===== src/rtl/sbd_queue.sv =====
// ----------------------------------------------------------------------------
// sbd_queue
// Small flop-based fifo that decouples the sample front end from the
// accumulate back end.
// ----------------------------------------------------------------------------
module sbd_queue #(
  parameter int W     = 8,
  parameter int DEPTH = 4
) (
  input  logic         clk,
  input  logic         rst_n,
  input  logic         push,
  input  logic [W-1:0] wdata,
  output logic         full,
  input  logic         pop,
  output logic [W-1:0] rdata,
  output logic         empty
);

  localparam int PTR_W = (DEPTH > 1) ? $clog2(DEPTH) : 1;
  localparam int CNT_W = $clog2(DEPTH + 1);

  logic [W-1:0]     entry_r [DEPTH];
  logic [PTR_W-1:0] wr_ptr_r;
  logic [PTR_W-1:0] rd_ptr_r;
  logic [CNT_W-1:0] count_r;

  // status
  assign full  = (count_r == CNT_W'(DEPTH));
  assign empty = (count_r == '0);
  assign rdata = entry_r[rd_ptr_r];

  // storage
  always_ff @(posedge clk) begin
    if (push) begin
      entry_r[wr_ptr_r] <= wdata;
    end
  end

  // pointers and fill count
  always_ff @(posedge clk) begin
    if (!rst_n) begin
      wr_ptr_r <= '0;
      rd_ptr_r <= '0;
      count_r  <= '0;
    end else begin
      if (push) begin
        wr_ptr_r <= wr_ptr_r + 1'b1;
      end
      if (pop) begin
        rd_ptr_r <= rd_ptr_r + 1'b1;
      end
      unique case ({push, pop})
        2'b10:   count_r <= count_r + 1'b1;
        2'b01:   count_r <= count_r - 1'b1;
        default: count_r <= count_r;
      endcase
    end
  end

`ifndef NO_ASSERTIONS
  a_no_overflow: assert property (@(posedge clk) disable iff (!rst_n)
    push |-> !full)
    else $error("queue written while full");

  a_no_underflow: assert property (@(posedge clk) disable iff (!rst_n)
    pop |-> !empty)
    else $error("queue read while empty");
`endif

endmodule


===== config.mk =====
export PLATFORM = sky130hd
export DESIGN_NAME = sbd_queue
export DESIGN_NICKNAME = d
export VERILOG_FILES = /design/src/rtl/sbd_queue.sv
export SDC_FILE = /design/constraint.sdc
export NUM_CORES = 1
export LEC_CHECK = 0
export BUFFER_PORTS_ARGS = -buffer_cell sky130_fd_sc_hd__buf_2
export CORE_MARGIN = 2
export CORE_UTILIZATION = 45
export DETAILED_ROUTE_END_ITERATION = 10
export PLACE_DENSITY_LB_ADDON = 0.25
export SLEW_MARGIN = 10
export SYNTH_ARGS = -nofsm -noshare
export SYNTH_HDL_FRONTEND = slang
export SYNTH_SLANG_ARGS = --single-unit

===== constraint.sdc =====
create_clock -name clk -period 1.5 [get_ports clk]
set_clock_uncertainty 0.1 [all_clocks]
set_input_delay 0.225 -clock clk [delete_from_list [all_inputs] [get_ports clk]]
set_output_delay 0.225 -clock clk [all_outputs]
set_load 0.02 [all_outputs]

==> impl_metrics.py <==
metrics = {
    "status": {
        "status": "complete, but fails checks",
        "violations": "negative setup slack",
    },
    "cts": {
        "clk_pin_slew_worst_paths_ps": 120,
        "cts_root_buf": "clkbuf_4",
        "cts_buffers": 5,
        "cts.sinks": 41,
        "cts.htree.levels": 2,
        "clock_path_buffers": 2,
        "clk_latency_ps": 350,
        "cts_tree": "done",
    },
    "worst_setup_path": {
        "r2r_end": "count_r[2]",
        "cpPeakStageDelay_ps": 510,
        "path_buf_inv": 2,
        "path_max_fanout": 3,
        "r2r-start": "count_r[1]",
        "cp.arrival_ps": 1490,
        "path_class": "reg2out",
        "slowest_stage": "mux4_2",
        "worstPathCellList": "buf_6, mux4_2, buf_6",
        "crit_family": "multiplexers",
        "required_ps": 1170,
        "crit_top_cell": "buf_6",
        "rr_worst_depth": 5,
        "start_kind": "flip-flop",
        "critPathCaptureType": "output pin",
        "rrSetupSlack_ps": -50,
    },
    "sta": {
        "worst_slack_ps": -319,
        "worst_pin_slew_ps": 212,
        "slew_headroom_pct": 85.7,
        "setup_tns_ps": -2500,
        "rsz0062_at_grt": "yes",
        "setup_viol": 9,
        "hold_viol_final": 0,
        "max_freq_ghz": 0.550,
        "slew_violations": 0,
        "period_needed_ps": 1820,
        "fin_crit_sh_pct": 121,
    },
    "floorplanning": {
        "die_h_um": 63.8,
        "core_area_mm2": 0.00339,
        "start_util_pct": 47.4,
        "top_level_ports": 22,
        "rows": 21,
        "dieArea_mm2": 0.00407,
        "die_w_um": 63.8,
    },
    "detailed_routing": {
        "ant_nets": 0,
        "drt-initial-drc-count": 47,
        "drtPass1Iterations": 4,
        "wl_um": 2640,
        "wl_per_cell_um": 14.4,
        "vias": 882,
        "drt-vias-per-instance": 4.79,
        "drc_errors": 0,
    },
    "pwr": {
        "peakVddDrop_uv": 558,
        "p_per_area_mw_per_mm2": 1220,
        "leakage_nw": 0.825,
        "power_w": 0.00266,
    },
    "synth": {
        "ys.warnings.count": 0,
        "synthTopCellsByArea": "edfxtp_1, dfxtp_1, mux4_2, and2_1, ha_1",
        "synth_fp_nets": 106,
        "yosys.area.top_type": "edfxtp_1",
        "ys_seq_elements": 41,
        "synth_seq_area_share_pct": 71.0,
        "yosysTopAreaCellShare_pct": 59.8,
        "synth_area_per_cell_um2": 18.3,
        "syn_inst": 88,
        "synth_area_mm2": 0.00161,
        "ys_types": 19,
    },
    "placement": {
        "io_buffers": 21,
        "hpwlAfterDp_um": 1830,
        "gp_congestion": 0.672,
    },
    "layout": {
        "area_growth_pct": 36.0,
        "diodes": 0,
        "utilization_pct": 64.5,
        "final_common_cell": "edfxtp_1",
        "layout.nets": 155,
        "layout-drive-gt1-share_pct": 45.7,
        "mostFrequentLayoutCells": "edfxtp_1, buf_2, buf_6, and2_1, buf_4",
    },
    "run": {
        "maxCapViolCount": 0,
    },
    "hold_path": {
        "min-delay-start": "rst_n",
        "holdPathStages": 2,
        "hold_path.class": "in2reg",
        "hold_end": "count_r[0]",
    },
    "global_routing": {
        "overflow": 0,
        "grt_max_degree": 14,
        "grt_pass1_vias": 968,
        "grt_pass1_wl_um": 4700,
        "antenna_found_initial": 0,
        "grt_usage_pct": 16.0,
    },
}
## kinds of logic after synthesis
kind of cell | share of synthesized area, %
buf+inv | 2.41
xor+xnor | 2.72
fa+ha+maj | 5.14
mux | 11.8
flops | 71.0
compound gates | 1.09
simple gates | 5.84
## cell usage after synthesis (all sizes together)
cell    number
a21boi       1
and2        10
and3         1
buf          1
clkbuf       1
dfxtp        9
edfxtp      32
fa           1
ha           5
inv          6
mux2i        1
mux4         8
nand2        2
nor2b        1
nor3         1
o21ai        2
or3          1
xnor2        2
xor2         3
## worst max-delay path by stage
stage,start,endpoint,slack (ps),cells past startpoint
finish,flip-flop,rdata[5],-320,3
global route,flip-flop,rdata[5],-400,3
CTS,flip-flop,rdata[5],-360,3
detailed placement,push,count_r[2],-180,8
global placement,push,count_r[2],-140,8
floorplan,push,count_r[2],-10,7
## routing by layer
layer  vias to the layer above  wire length, um  track usage, %
li1                        419                -               -
met1                       439             1020            18.5
met2                        18             1450            27.1
met3                         6              119            5.11
met4                         0               51            7.34
met5                         -                0               0
## power breakdown
part / switching, W / internal, W / leakage, nW
clock network: 0.000347 / 0.000516 / 0.0552
logic: 0.000206 / 0.000263 / 0.401
registers: 0.0000324 / 0.00129 / 0.369
## layout make-up
class / count / area [um2]
Sequential cell: 41 / 1150
Fill cell: 242 / 1200
Clock buffer: 5 / 37.5
Inverter: 6 / 22.5
Tap cell: 46 / 57.6
Multi-Input combinational cell: 39 / 454
Timing Repair Buffer: 44 / 403
Clock inverter: 3 / 65.1
## stage by stage
stage,hold slack (ps),std cells,setup WS [ps],area (um2)
after floorplan,224,88,-10.9,1610
after global placement,335,167,-141,1900
after detailed placement,340,167,-182,1900
after CTS,53.7,183,-356,2160
after global routing,52.4,184,-396,2190
final,64.4,184,-319,2190
## state kept, by name, summed over array words and instances (netlist names), named ones only
register  flops
entry_r      32
wr_ptr_r      2
count_r       3
rd_ptr_r      2
## what timing repair did
item	CTS	global route
pin swaps	0	3
resized for setup	25	6
hold endpoints to repair	32	0
hold buffers	8	0
buffers inserted	0	1
setup endpoints to repair	10	11
Power figures use the tool's default switching activity.
