<file path="config.mk">
export PLATFORM = sky130hd
export DESIGN_NAME = sbd_front
export DESIGN_NICKNAME = d
export VERILOG_FILES = /design/src/rtl/sbd_pkg.sv /design/src/rtl/sbd_front.sv
export SDC_FILE = /design/constraint.sdc
export NUM_CORES = 1
export LEC_CHECK = 0
export BUFFER_PORTS_ARGS = -buffer_cell sky130_fd_sc_hd__buf_2
export CAP_MARGIN = 30
export CORE_UTILIZATION = 47
export CTS_CLUSTER_DIAMETER = 60
export DETAILED_ROUTE_END_ITERATION = 12
export PLACE_DENSITY_LB_ADDON = 0.3
export SLEW_MARGIN = 5
export SYNTH_ARGS = -nofsm -noshare
export SYNTH_HDL_FRONTEND = slang
export SYNTH_SLANG_ARGS = --single-unit
</file>
<file path="constraint.sdc">
create_clock -name clk -period 9.61 [get_ports clk]
set_input_delay 1.4415 -clock clk [delete_from_list [all_inputs] [get_ports clk]]
set_output_delay 1.4415 -clock clk [all_outputs]
set_load 0.01 [all_outputs]
</file>
<file path="src/rtl/sbd_pkg.sv">
// ----------------------------------------------------------------------------
// sbd_pkg
// Shared types and constants of the supersample box downsampler: channel
// and coordinate widths, configuration register indexes, queue depth.
// ----------------------------------------------------------------------------
package sbd_pkg;

  // default sizing of the line store and the block side
  localparam int MAX_WIDTH_DEF       = 1024;
  localparam int MAX_SAMPLE_RATE_DEF = 4;

  // output frame height is capped at this many rows
  localparam int HEIGHT_CAP = 1024;

  // field widths
  localparam int CHAN_W     = 8;
  localparam int COORD_W    = 10;
  localparam int RATE_CFG_W = 3;
  localparam int CFG_W      = 11;
  localparam int CFG_IDX_W  = 2;

  // configuration register indexes
  localparam logic [CFG_IDX_W-1:0] CFG_BLOCK_SIDE    = 2'd0;
  localparam logic [CFG_IDX_W-1:0] CFG_TARGET_WIDTH  = 2'd1;
  localparam logic [CFG_IDX_W-1:0] CFG_TARGET_HEIGHT = 2'd2;

  // reset values of the configuration registers
  localparam logic [RATE_CFG_W-1:0] RATE_RST   = 3'd1;
  localparam logic [CFG_W-1:0]      WIDTH_RST  = 11'd1024;
  localparam logic [CFG_W-1:0]      HEIGHT_RST = 11'd1024;

  // entries of the queue between front and back end (power of two)
  localparam int QUEUE_DEPTH = 4;

  // one rgba sample or pixel
  typedef struct packed {
    logic [CHAN_W-1:0] red;
    logic [CHAN_W-1:0] green;
    logic [CHAN_W-1:0] blue;
    logic [CHAN_W-1:0] alpha;
  } rgba_t;

  // position of a sample inside its block and frame
  typedef struct packed {
    logic first;
    logic last;
    logic fend;
  } blk_flags_t;

endpackage

</file>
<file path="src/rtl/sbd_front.sv">
// ----------------------------------------------------------------------------
// sbd_front
// Holds the configuration, tracks the sample position in the supersampled
// frame and tags every accepted sample with its block column, block row and
// first/last/frame-end marks. After reset or a configuration write it
// recomputes frame sizes and splits the kept position into block and
// in-block parts with a bit-serial divider.
// ----------------------------------------------------------------------------
module sbd_front #(
  parameter int MAX_WIDTH       = sbd_pkg::MAX_WIDTH_DEF,
  parameter int MAX_SAMPLE_RATE = sbd_pkg::MAX_SAMPLE_RATE_DEF,
  localparam int BX_W   = $clog2(MAX_WIDTH),
  localparam int RATE_W = $clog2(MAX_SAMPLE_RATE + 1)
) (
  input  logic                                clk,
  input  logic                                rst_n,
  // configuration
  input  logic                                cfg_we,
  input  logic [sbd_pkg::CFG_IDX_W-1:0]       cfg_index,
  input  logic [sbd_pkg::CFG_W-1:0]           cfg_wdata,
  // samples in
  input  logic                                in_valid,
  output logic                                in_stall,
  input  sbd_pkg::rgba_t                      in_pix,
  // tagged samples to the queue
  output logic                                push,
  output sbd_pkg::rgba_t                      push_pix,
  output logic [BX_W-1:0]                     push_bx,
  output logic [sbd_pkg::COORD_W-1:0]         push_by,
  output sbd_pkg::blk_flags_t                 push_flags,
  input  logic                                q_full,
  // block side for the back end
  output logic [RATE_W-1:0]                   blk_rate
);

  import sbd_pkg::*;

  localparam int COL_W  = $clog2(MAX_WIDTH * MAX_SAMPLE_RATE);
  localparam int ROW_W  = $clog2(HEIGHT_CAP * MAX_SAMPLE_RATE);
  localparam int CNT_W  = (COL_W > ROW_W) ? COL_W : ROW_W;
  localparam int STEP_W = $clog2(CNT_W + 1);
  localparam int EW_W   = $clog2(MAX_WIDTH + 1);
  localparam int EH_W   = $clog2(HEIGHT_CAP + 1);

  typedef enum logic [1:0] {
    S_CALC,
    S_WRAP,
    S_DIV,
    S_RUN
  } state_t;

  state_t                  state_r;
  state_t                  state_nxt;
  logic [RATE_CFG_W-1:0]   rate_cfg_r;
  logic [CFG_W-1:0]        width_cfg_r;
  logic [CFG_W-1:0]        height_cfg_r;
  logic [RATE_W-1:0]       rate_r;
  logic [RATE_W-1:0]       rate_m1_r;
  logic [COL_W-1:0]        sw_m1_r;
  logic [ROW_W-1:0]        sh_m1_r;
  logic [COL_W-1:0]        col_r;
  logic [ROW_W-1:0]        row_r;
  logic [BX_W-1:0]         bx_r;
  logic [COORD_W-1:0]      by_r;
  logic [RATE_W-1:0]       cx_r;
  logic [RATE_W-1:0]       cy_r;
  logic [CNT_W-1:0]        dcol_r;
  logic [CNT_W-1:0]        drow_r;
  logic [RATE_W-1:0]       rcol_r;
  logic [RATE_W-1:0]       rrow_r;
  logic [STEP_W-1:0]       step_r;

  logic [RATE_W-1:0]       rate_eff;
  logic [EW_W-1:0]         w_eff;
  logic [EH_W-1:0]         h_eff;
  logic [RATE_W:0]         trial_col;
  logic [RATE_W:0]         trial_row;
  logic                    col_ge;
  logic                    row_ge;
  logic [RATE_W-1:0]       rem_col_nxt;
  logic [RATE_W-1:0]       rem_row_nxt;
  logic [CNT_W-1:0]        dcol_nxt;
  logic [CNT_W-1:0]        drow_nxt;
  logic                    at_col_end;
  logic                    at_row_end;
  logic                    cx_end;
  logic                    cy_end;

  // clamp configuration to the supported range
  always_comb begin
    if (rate_cfg_r == '0) begin
      rate_eff = RATE_W'(1);
    end else if (int'(rate_cfg_r) > MAX_SAMPLE_RATE) begin
      rate_eff = RATE_W'(MAX_SAMPLE_RATE);
    end else begin
      rate_eff = RATE_W'(rate_cfg_r);
    end
    if (width_cfg_r == '0) begin
      w_eff = EW_W'(1);
    end else if (int'(width_cfg_r) > MAX_WIDTH) begin
      w_eff = EW_W'(MAX_WIDTH);
    end else begin
      w_eff = EW_W'(width_cfg_r);
    end
    if (height_cfg_r == '0) begin
      h_eff = EH_W'(1);
    end else if (int'(height_cfg_r) > HEIGHT_CAP) begin
      h_eff = EH_W'(HEIGHT_CAP);
    end else begin
      h_eff = EH_W'(height_cfg_r);
    end
  end

  // one restoring division step for column and row
  always_comb begin
    trial_col   = {rcol_r, dcol_r[CNT_W-1]};
    trial_row   = {rrow_r, drow_r[CNT_W-1]};
    col_ge      = (trial_col >= {1'b0, rate_r});
    row_ge      = (trial_row >= {1'b0, rate_r});
    rem_col_nxt = col_ge ? RATE_W'(trial_col - {1'b0, rate_r}) : RATE_W'(trial_col);
    rem_row_nxt = row_ge ? RATE_W'(trial_row - {1'b0, rate_r}) : RATE_W'(trial_row);
    dcol_nxt    = {dcol_r[CNT_W-2:0], col_ge};
    drow_nxt    = {drow_r[CNT_W-2:0], row_ge};
  end

  // next setup state; any register write reruns the setup sequence
  always_comb begin
    state_nxt = state_r;
    unique case (state_r)
      S_CALC: state_nxt = S_WRAP;
      S_WRAP: state_nxt = S_DIV;
      S_DIV: begin
        if (step_r == STEP_W'(CNT_W - 1)) begin
          state_nxt = S_RUN;
        end
      end
      S_RUN: state_nxt = S_RUN;
      default: state_nxt = S_CALC;
    endcase
    if (cfg_we) begin
      state_nxt = S_CALC;
    end
  end

  // position flags
  assign at_col_end = (col_r == sw_m1_r);
  assign at_row_end = (row_r == sh_m1_r);
  assign cx_end     = (cx_r == rate_m1_r);
  assign cy_end     = (cy_r == rate_m1_r);

  // handshake and tagged sample
  assign in_stall         = (state_r != S_RUN) || q_full;
  assign push             = in_valid && !in_stall;
  assign push_pix         = in_pix;
  assign push_bx          = bx_r;
  assign push_by          = by_r;
  assign push_flags.first = (cx_r == '0) && (cy_r == '0);
  assign push_flags.last  = cx_end && cy_end;
  assign push_flags.fend  = at_col_end && at_row_end;
  assign blk_rate         = rate_r;

  // configuration, setup sequence and position counters
  always_ff @(posedge clk) begin
    if (!rst_n) begin
      state_r      <= S_CALC;
      rate_cfg_r   <= RATE_RST;
      width_cfg_r  <= WIDTH_RST;
      height_cfg_r <= HEIGHT_RST;
      col_r        <= '0;
      row_r        <= '0;
      step_r       <= '0;
    end else begin
      state_r <= state_nxt;
      if (cfg_we) begin
        priority case (cfg_index)
          CFG_BLOCK_SIDE:    rate_cfg_r   <= cfg_wdata[RATE_CFG_W-1:0];
          CFG_TARGET_WIDTH:  width_cfg_r  <= cfg_wdata;
          CFG_TARGET_HEIGHT: height_cfg_r <= cfg_wdata;
          default: ;
        endcase
      end
      unique case (state_r)
        S_CALC: begin
          rate_r    <= rate_eff;
          rate_m1_r <= rate_eff - 1'b1;
          sw_m1_r   <= COL_W'(w_eff * rate_eff - 1);
          sh_m1_r   <= ROW_W'(h_eff * rate_eff - 1);
        end
        S_WRAP: begin
          // a position outside the new frame restarts at zero
          if (col_r > sw_m1_r) begin
            col_r  <= '0;
            dcol_r <= '0;
          end else begin
            dcol_r <= CNT_W'(col_r);
          end
          if (row_r > sh_m1_r) begin
            row_r  <= '0;
            drow_r <= '0;
          end else begin
            drow_r <= CNT_W'(row_r);
          end
          rcol_r  <= '0;
          rrow_r  <= '0;
          step_r  <= '0;
        end
        S_DIV: begin
          dcol_r <= dcol_nxt;
          drow_r <= drow_nxt;
          rcol_r <= rem_col_nxt;
          rrow_r <= rem_row_nxt;
          step_r <= step_r + 1'b1;
          if (step_r == STEP_W'(CNT_W - 1)) begin
            bx_r    <= BX_W'(dcol_nxt);
            by_r    <= COORD_W'(drow_nxt);
            cx_r    <= rem_col_nxt;
            cy_r    <= rem_row_nxt;
          end
        end
        S_RUN: begin
          if (push) begin
            if (at_col_end) begin
              col_r <= '0;
              bx_r  <= '0;
              cx_r  <= '0;
              if (at_row_end) begin
                row_r <= '0;
                by_r  <= '0;
                cy_r  <= '0;
              end else begin
                row_r <= row_r + 1'b1;
                if (cy_end) begin
                  cy_r <= '0;
                  by_r <= by_r + 1'b1;
                end else begin
                  cy_r <= cy_r + 1'b1;
                end
              end
            end else begin
              col_r <= col_r + 1'b1;
              if (cx_end) begin
                cx_r <= '0;
                bx_r <= bx_r + 1'b1;
              end else begin
                cx_r <= cx_r + 1'b1;
              end
            end
          end
        end
        default: ;
      endcase
    end
  end

`ifndef NO_ASSERTIONS
  a_pos_in_frame: assert property (@(posedge clk) disable iff (!rst_n)
    (state_r == S_RUN) |-> (cx_r <= rate_m1_r) && (cy_r <= rate_m1_r) &&
                           (col_r <= sw_m1_r) && (row_r <= sh_m1_r))
    else $error("sample position outside the frame");

  a_col_step: assert property (@(posedge clk) disable iff (!rst_n)
    push && !at_col_end |=> col_r == $past(col_r) + 1'b1)
    else $error("column counter did not advance");
`endif

endmodule

</file>
==> results of run 1 <==
## where the power goes
| group | internal, mW | switching [mW] |
|---|---|---|
| sequential | 0.675 | 0.0154 |
| combinational | 0.0700 | 0.102 |
| clock | 0.388 | 0.266 |
## critical path, stage by stage, from the launching register on
cell and delay, ns:
sky130_fd_sc_hd__dfxtp_1 0.34, sky130_fd_sc_hd__nor4_1 0.31, sky130_fd_sc_hd__nand3_1 0.14, sky130_fd_sc_hd__o21a_1 0.22, sky130_fd_sc_hd__nor2b_1 0.42, sky130_fd_sc_hd__nand2_1 0.12
sky130_fd_sc_hd__ha_1 0.34, sky130_fd_sc_hd__fa_1 0.54, sky130_fd_sc_hd__inv_1 0.04, sky130_fd_sc_hd__ha_1 0.32, sky130_fd_sc_hd__nor2b_1 0.14, sky130_fd_sc_hd__o21ai_0 0.19
sky130_fd_sc_hd__a21oi_1 0.12, sky130_fd_sc_hd__o41ai_1 0.46, sky130_fd_sc_hd__mux2i_1 0.24, sky130_fd_sc_hd__nand4_1 0.09
## state kept, by name, summed over array words and instances (netlist names), 4 cells and up
signal	flops
col_r	12
dcol_r	12
drow_r	12
height_cfg_r	11
push_bx	10
push_by	10
row_r	12
sh_m1_r	12
step_r	4
sw_m1_r	12
width_cfg_r	11
## routing by layer
layer	wire length, µm	part of all wire
met1	9120	0.50
met2	8300	0.45
met3	698	0.038
met4	214	0.012
met5	0	0
## worst max-delay path by stage
stage / start / end / slack [ns] / depth (start not counted)
5_1_grt: height_cfg_r[5]$_SDFFE_PN0P_ / sh_m1_r[11]$_DFFE_PP_ / 4.95 / 15
3_3_place_gp: height_cfg_r[4]$_SDFFE_PN0P_ / sh_m1_r[11]$_DFFE_PP_ / 5.37 / 15
3_5_place_dp: height_cfg_r[4]$_SDFFE_PN0P_ / sh_m1_r[11]$_DFFE_PP_ / 5.32 / 15
4_1_cts: height_cfg_r[4]$_SDFFE_PN0P_ / sh_m1_r[11]$_DFFE_PP_ / 5.30 / 15
6_report: height_cfg_r[4]$_SDFFE_PN0P_ / sh_m1_r[11]$_DFFE_PP_ / 5.31 / 15
2_1_floorplan: height_cfg_r[4]$_SDFFE_PN0P_ / sh_m1_r[11]$_DFFE_PP_ / 5.73 / 16
## cell families (layout without fill, tap and decap cells)
group           after synthesis  in the layout  synth area share
fa+ha+maj                   107            107             0.160
buf+inv                     178            202            0.0847
xor+xnor                     49             49            0.0456
compound gates              186            186             0.132
flops                       141            141             0.391
simple gates                328            328             0.168
mux                          17             17            0.0183
## area by class of cell
type,count,area share
multi-input cells,687,0.481
flip-flops and latches,141,0.359
inverters,119,0.0436
clock buffers,18,0.0418
well taps,265,0.0323
repair buffers,51,0.0264
clock inverters,14,0.0157
## cell usage after synthesis (3+ instances only)
cell type,count,area [µm²]
sky130_fd_sc_hd__a31oi_1,13,81.3
sky130_fd_sc_hd__nor3_1,16,80.1
sky130_fd_sc_hd__inv_1,118,443
sky130_fd_sc_hd__o211ai_1,4,30.0
sky130_fd_sc_hd__o21ai_0,38,190
sky130_fd_sc_hd__o21a_1,9,67.6
sky130_fd_sc_hd__nor4_1,8,50.1
sky130_fd_sc_hd__buf_2,4,20.0
sky130_fd_sc_hd__and2_1,10,62.6
sky130_fd_sc_hd__nand2b_1,9,56.3
sky130_fd_sc_hd__xor2_1,21,184
sky130_fd_sc_hd__and3_1,16,100
sky130_fd_sc_hd__a211oi_1,3,22.5
sky130_fd_sc_hd__mux2i_1,15,150
sky130_fd_sc_hd__ha_1,85,1060
sky130_fd_sc_hd__edfxtp_1,86,2580
sky130_fd_sc_hd__a211o_1,3,26.3
sky130_fd_sc_hd__o221a_2,3,33.8
sky130_fd_sc_hd__a22o_1,24,210
sky130_fd_sc_hd__clkbuf_1,20,75.1
sky130_fd_sc_hd__or2_2,3,18.8
sky130_fd_sc_hd__nor3b_1,3,22.5
sky130_fd_sc_hd__xnor2_1,28,245
sky130_fd_sc_hd__fa_1,22,440
sky130_fd_sc_hd__a41oi_1,4,35.0
sky130_fd_sc_hd__nand3_1,53,265
sky130_fd_sc_hd__nand2_1,119,447
sky130_fd_sc_hd__nand4_1,7,43.8
sky130_fd_sc_hd__dfxtp_1,55,1100
sky130_fd_sc_hd__o22ai_1,15,93.8
sky130_fd_sc_hd__nor2b_1,11,68.8
sky130_fd_sc_hd__nor2_1,57,214
sky130_fd_sc_hd__a21oi_1,45,225
sky130_fd_sc_hd__or3_1,4,25.0
sky130_fd_sc_hd__buf_4,33,248
==> results by stage, run 1 <==
STA:
- For the pin with the worst max-slew slack, the measured transition is 0.832 ns.
- Measured against its own limit, the worst slew margin works out to 0.443.
- Setup repair after global routing left no endpoint under its margin.
- Final hold analysis gives a worst-case slack of 0.486 ns.
- In the finished design, the share of the clock period the worst path needs comes to 0.447.
- The setup slack of the critical path after layout is 5.31 ns.
- Setup violations remaining at the end of the flow were counted as 0.
- The fmax is 233 MHz.
- The final-layout setup total negative slack is 0 ns.
- The number of failing hold endpoints at the final stage is 0.
- On the final layout, the worst clock skew is 0.0128 ns.
- The number of max-slew violations in the final report came to 0.
- The minimum clock period after layout is 4.30 ns.

Global routing:
- The number of global-route vias before repair is 6,235.
- The residual overflow from global routing is 0.
- The initial antenna violation count is 0.
- For met3 alone, demand over resource in global routing was 0.0370.
- The global-route wire length before repair is 30.3 mm.
- The global routing stage identified its most utilized layer as met2.
- Entering global routing, the biggest net connects 56 pins.
- The global-route met2 utilization is 0.296.
- The met1 track demand over resource is 0.261.
- The total global routing track utilization is 0.188.

Critical path:
- The critical path in this run is classified as flop to flop.
- The number of cells on the worst reg-to-reg path is 15.
- The worst setup path is launched from a flop.
- The largest fanout on the critical path is 8.
- The worst register-to-register path has a setup slack of 5.31 ns.
- The worst reg2reg path startpoint is height_cfg_r[4]$_SDFFE_PN0P_.
- For the worst setup path, the data arrival time is 4.46 ns.
- The capture instance of the worst register-to-register path is sh_m1_r[11]$_DFFE_PP_.
- The worst setup path is captured at a flop.
- The data required time of the worst path is 9.77 ns.

Yosys:
- Counting flops with an async set or reset pin after synthesis yields a share of 0.
- The sequential-to-total area share from yosys stat is 0.391.
- Counting distinct cell types in the post-synthesis netlist gives 66.
- The cell area after synthesis is 9410 µm².
- Counting every net in the synthesized netlist gives 1,163.
- The post-synthesis average cell area is 9.35 µm².
- The number of flops mapped to enable cells by yosys is 86.
- The yosys synthesis warning count is 0.
- The most used flip-flop cell after synthesis is sky130_fd_sc_hd__edfxtp_1.
- After synthesis the netlist holds a flip-flop and latch count of 141.
- Synthesis produced a netlist whose cell count is 1,006.

Clock tree:
- The number of sinks driven by the clock tree is 141.
- For the worst-skew pair, the clock arrives at the later sink with an insertion delay of 0.43 ns.
- In this run the clock root is driven by a sky130_fd_sc_hd__clkbuf_16.
- The number of clock buffers added by TritonCTS is 17.
- For this design, the CTS-stage hold fixing added 0 buffers.
- TritonCTS built the clock tree.
- The clock passes through at most 2 buffers.
- In this run, post-CTS repair resized a total of 0 instances.
- The number of setup buffers added after CTS is 0.
- The number of H-tree branching levels is 4.
- Clock-pin slew was measured on the worst setup and hold paths at 0.06 ns.

Hold path:
- The hold path depth is 2.
- The capture endpoint of the worst hold path is width_cfg_r[9]$_SDFFE_PN0P_.
- The startpoint identified for the worst hold timing path is width_cfg_r[9]$_SDFFE_PN0P_.
- The worst hold path belongs to the class flop to flop.

Cells and area:
- With fillers left out, the area of the finished cells amounts to 10,300 µm².
- Across the whole layout, storage elements account for 3680 µm².
- The final layout net count is 1,174.
- The total inserted antenna cells is 0.
- The top cell types in the final layout, fill and taps aside, are sky130_fd_sc_hd__nand2_1 (119), sky130_fd_sc_hd__inv_1 (118), sky130_fd_sc_hd__edfxtp_1 (86).
- The area of the multi-input gates is 4930 µm².
- Leaving out fill and tap cells, the most frequent cell in the layout is sky130_fd_sc_hd__nand2_1.
- The layout overhead on the synthesized area is 8.97%.
- The fraction of final layout cells with drive strength greater than 1 is 0.103.
- The number of standard cells in the final layout excluding fillers is 1,295.
- The count of filler cells inserted in the layout is 1,811.
- The post-layout utilization of the core is 0.525.

Pwr:
- Summing internal, switching and leakage power gives 1.52 mW.
- The static leakage is 4.27 nW.
- IR analysis of the VDD net gives a maximum drop of 0.000136 V.
- The power density over the cells is 148 nW/µm².

Place:
- Input and output buffers added on the ports amount to 45.
- The cell total after placement is 1,263.
- Routability-driven placement finished with a final weighted congestion of 0.825.
- The cell area after placement is 9660 µm².
- The half-perimeter wire length after placement is 13.6 mm.
- At the placement stage, the worst setup path has a slack of 5.32 ns.

Drt:
- The first detailed-routing pass took 4 iterations.
- The number of DRC markers after the initial detailed-route iteration is 521.
- The mean routed wirelength per cell is 14.2 µm.
- The remaining antenna violation count is 0.
- The detailed router placed 6,801 vias in this run.
- Summed over all layers, the routed wires come to 18.3 mm.
- Dividing the detail-routed via count by the number of cells gives 5.25.
- The total DRC errors in the routed layout is 0.

Die:
- The die area is 20,600 µm².
- The width of the die is 144 µm.
- The placeable core region is 19,500 µm².
- The number of core rows is 51.
- The effective utilization at floorplan is 0.482.
- The die is 144 µm tall.
- The top-level port count is 110.

Run status:
- The flow ran to the end, and the final reports show no timing, DRC or antenna violations.

Flow run:
- The max-cap violation count is 0.
(Power assumes the default switching activity.)
==> run 2, diff against run 1 <==
Settings changed: ABC_AREA set to 1.
Clock period 9.61 ns to 4.4 ns, I/O delays scaled along.
==> results by stage, run 2 <==
Cells and area:
- In the final design database the tool counted 1,404 nets.
- The layout overhead on the synthesized area is 7.93%.
- The library cells used most frequently in the layout, excluding fill and tap cells, are sky130_fd_sc_hd__nand2_1 (238), sky130_fd_sc_hd__inv_1 (172), sky130_fd_sc_hd__nand3_1 (119).
- The most common cell after layout, fill and taps aside is sky130_fd_sc_hd__nand2_1.
- The number of antenna diodes in the final layout is 0.
- The final standard cell area without fillers is 10,800 µm².
- The number of standard cells in the final layout excluding fillers is 1,530.
- The fraction of final layout cells with drive strength greater than 1 is 0.0921.

Drt:
- Summing over every cut layer, the via total after detailed routing is 7,819.
- The routed design has 20.3 mm of wire.
- The remaining antenna violation count is 0.
- The first detailed-routing pass ran for 6 iterations.
- For this run, design rule violations remaining after detail routing come to 0.
- After the first detailed-routing iteration, the DRC count stood at 525.
- After detailed routing, the average wire length per cell comes to 13.2 µm.
- The via density per instance is 5.11.

Global routing:
- The initial antenna violation count is 0.
- The total global routing track utilization is 0.193.
- The maximum number of pins on one net before global-route repair is 46.
- Global routing finished with a remaining overflow of 0.
- The global-route wire length before repair is 33.9 mm.
- The number of global-route vias before repair was 7,259.

STA:
- The relative max-transition margin is 0.461.
- Setup repair after global routing left no endpoint under its margin.
- The number of failing setup endpoints in the final timing report is 0.
- The final-layout setup total negative slack is 0 ns.
- The setup slack of the critical path after layout is 0.788 ns.
- The fmax is 277 MHz.
- The worst path needs 3.61 ns of the cycle, external delays included.
- The worst hold margin is 0.482 ns.
- At the pin with the least slew margin, the transition time is 0.807 ns.
- The share of the clock period used by the worst path after layout is 0.821.
- The number of max-slew violations in the final report came to 0.
- The final setup skew is 0.0135 ns.
- The number of failing hold endpoints at the final stage is 0.

Yosys:
- Yosys instantiated no cell more often than sky130_fd_sc_hd__nand2_1.
- The leading area contributor after synthesis is sky130_fd_sc_hd__edfxtp_1.
- The mapped netlist covers 9970 µm².
- Of all flip-flops after synthesis, the portion carrying an async set or reset was 0.
- The post-synthesis average cell area is 7.99 µm².
- The sequential-to-total area share from yosys stat is 0.369.
- The yosys synthesis warning count is 0.
- The area share of the largest cell type after synthesis is 0.259.
- Ranked by instance count, the synthesized netlist is headed by sky130_fd_sc_hd__nand2_1 (238), sky130_fd_sc_hd__inv_1 (172), sky130_fd_sc_hd__nand3_1 (119).
- Counting every net in the synthesized netlist gives 1,405.
- By area the synthesized netlist is led by sky130_fd_sc_hd__edfxtp_1 (26%), sky130_fd_sc_hd__dfxtp_1 (11%), sky130_fd_sc_hd__ha_1 (11%).
- After synthesis, the netlist uses 49 different library cells.
- The dominant register cell in the synthesized netlist is sky130_fd_sc_hd__edfxtp_1.
- Counting flops with a built-in enable in the synthesized netlist gives 86.
- Synthesis inferred 141 register bits.
- The count of mapped cells out of synthesis is 1,248.

Critical path:
- Data on the critical path arrives at its endpoint at 3.79 ns.
- The data required time of the worst path is 4.58 ns.
- The element type at the critical path start is a flop.
- In this run the worst path has a maximum fanout of 17.
- STA classifies the critical path endpoint as a flop.
- The critical path is of the flop to flop type.

Die:
- The number of core rows is 52.
- The floorplan step defined a die boundary enclosing 21,800 µm².
- For this configuration, the core starts out at a cell density of 0.486.
- From left edge to right edge, the die measures 148 µm.
- 110 I/O pins were placed.
- The vertical die dimension is 148 µm.
- The placeable core region is 20,500 µm².

Flow run:
- The max-cap violation count is 0.

Clock tree:
- The number of sinks driven by the clock tree is 141.
- The number of gates given a new drive strength after cts is 0.
- The CTS root buffer is sky130_fd_sc_hd__clkbuf_16.
- Clock latency on the worst-skew pair, taken at its later pin, is 0.43 ns.
- The longest clock path from root to sink contains 2 buffers.
- The clock-pin slew reported for the worst setup and hold paths after clock tree synthesis is 0.06 ns.
- The H-tree was split into 4 levels.
- The CTS buffer count is 17.
- TritonCTS built the clock tree.
- The buffer count from post-CTS setup fixing is 0.
- Buffers inserted to repair hold after CTS numbered 0.

Place:
- The cell total after placement is 1,498.
- Routability-driven placement finished with a final weighted congestion of 0.830.
- The half-perimeter wire length after placement is 14.9 mm.
- At the placement stage, the worst setup path has a slack of 0.808 ns.
- The cell area after placement is 10,200 µm².
- The number of buffers added on ports is 45.

Pwr:
- The share of power burned in the clock network is 0.379.
- Power spread over the standard cell area amounts to 332 nW/µm².
- The logic gate share of total power is 0.176.
- The worst-case IR drop observed on VDD is 0.000313 V.
- The proportion of power drawn by flip-flops and latches is 0.446.
- The cell-internal power is 2.49 mW.
- The net switching power of the design is 1.08 mW.
- The static leakage is 4.88 nW.
- Of the total power, the share spent switching nets is 0.303.

Run status:
- The run finished with clean final reports.

Hold path:
- The classification of the worst-slack hold path is flop to flop.
[run 2: power groups by stage]
| stage | clock [mW] | sequential [mW] | combinational [mW] |
|---|---|---|---|
| 4_1_cts | 1.37 | 1.59 | 0.632 |
| 6_report | 1.36 | 1.59 | 0.628 |
| 2_1_floorplan | 0 | 1.59 | 0.537 |
| 3_5_place_dp | 0 | 1.62 | 0.626 |
| 3_3_place_gp | 0 | 1.62 | 0.600 |
| 5_1_grt | 1.43 | 1.60 | 0.730 |
[run 2: critical path, stage by stage (launching register included)]
cell and delay [ns]:
sky130_fd_sc_hd__dfxtp_1 0.34, sky130_fd_sc_hd__or2_1 0.24, sky130_fd_sc_hd__nor4_2 0.25, sky130_fd_sc_hd__nand2_1 0.13, sky130_fd_sc_hd__nand2_4 0.17, sky130_fd_sc_hd__inv_2 0.07, sky130_fd_sc_hd__nor2_2 0.10, sky130_fd_sc_hd__nand2_1 0.06
sky130_fd_sc_hd__ha_1 0.32, sky130_fd_sc_hd__fa_1 0.53, sky130_fd_sc_hd__inv_1 0.04, sky130_fd_sc_hd__ha_1 0.34, sky130_fd_sc_hd__a21oi_1 0.19, sky130_fd_sc_hd__o21ai_0 0.12, sky130_fd_sc_hd__a21oi_1 0.21, sky130_fd_sc_hd__nor2_1 0.06
sky130_fd_sc_hd__nor2_1 0.12, sky130_fd_sc_hd__xnor2_1 0.07
[run 2: per-layer routing]
metal,share of wire,track usage
met1,0.49,0.253
met3,0.028,0.0296
met5,0,0
met4,0.019,0.0737
met2,0.47,0.320
[run 2: cell families after synthesis]
group | count (synthesis) | share of synthesized area
xor+xnor | 45 | 0.0395
fa+ha+maj | 107 | 0.151
simple gates | 509 | 0.223
flops | 141 | 0.369
compound gates | 192 | 0.106
buf+inv | 254 | 0.112
[run 2: area by class of cell]
class / instances / area [µm²]
Tap cell: 270 / 338
Inverter: 179 / 672
Clock inverter: 15 / 129
Fill cell: 1980 / 9730
Timing Repair Buffer: 55 / 340
Sequential cell: 141 / 3680
Clock buffer: 17 / 425
Multi-Input combinational cell: 853 / 5170
[run 2: final timing paths]
| check | end | depth (start not counted) | slack (ns) | from |
|---|---|---|---|---|
| hold / removal | width_cfg_r[5]$_SDFFE_PN0P_ | 2 | 0.48 | width_cfg_r[5]$_SDFFE_PN0P_ |
| hold reg to reg | width_cfg_r[5]$_SDFFE_PN0P_ | 2 | 0.48 | width_cfg_r[5]$_SDFFE_PN0P_ |
| setup / recovery | sh_m1_r[8]$_DFFE_PP_ | 17 | 0.79 | height_cfg_r[2]$_SDFFE_PN0P_ |
| setup reg to reg | sh_m1_r[8]$_DFFE_PP_ | 17 | 0.79 | height_cfg_r[2]$_SDFFE_PN0P_ |
[run 2: metrics by stage]
stage	total power, mW	utilization
after CTS	3.60	0.525
after global routing	3.76	0.525
after floorplan	2.13	-
after global placement	2.22	0.495
final	3.58	0.525
after detailed placement	2.25	0.498
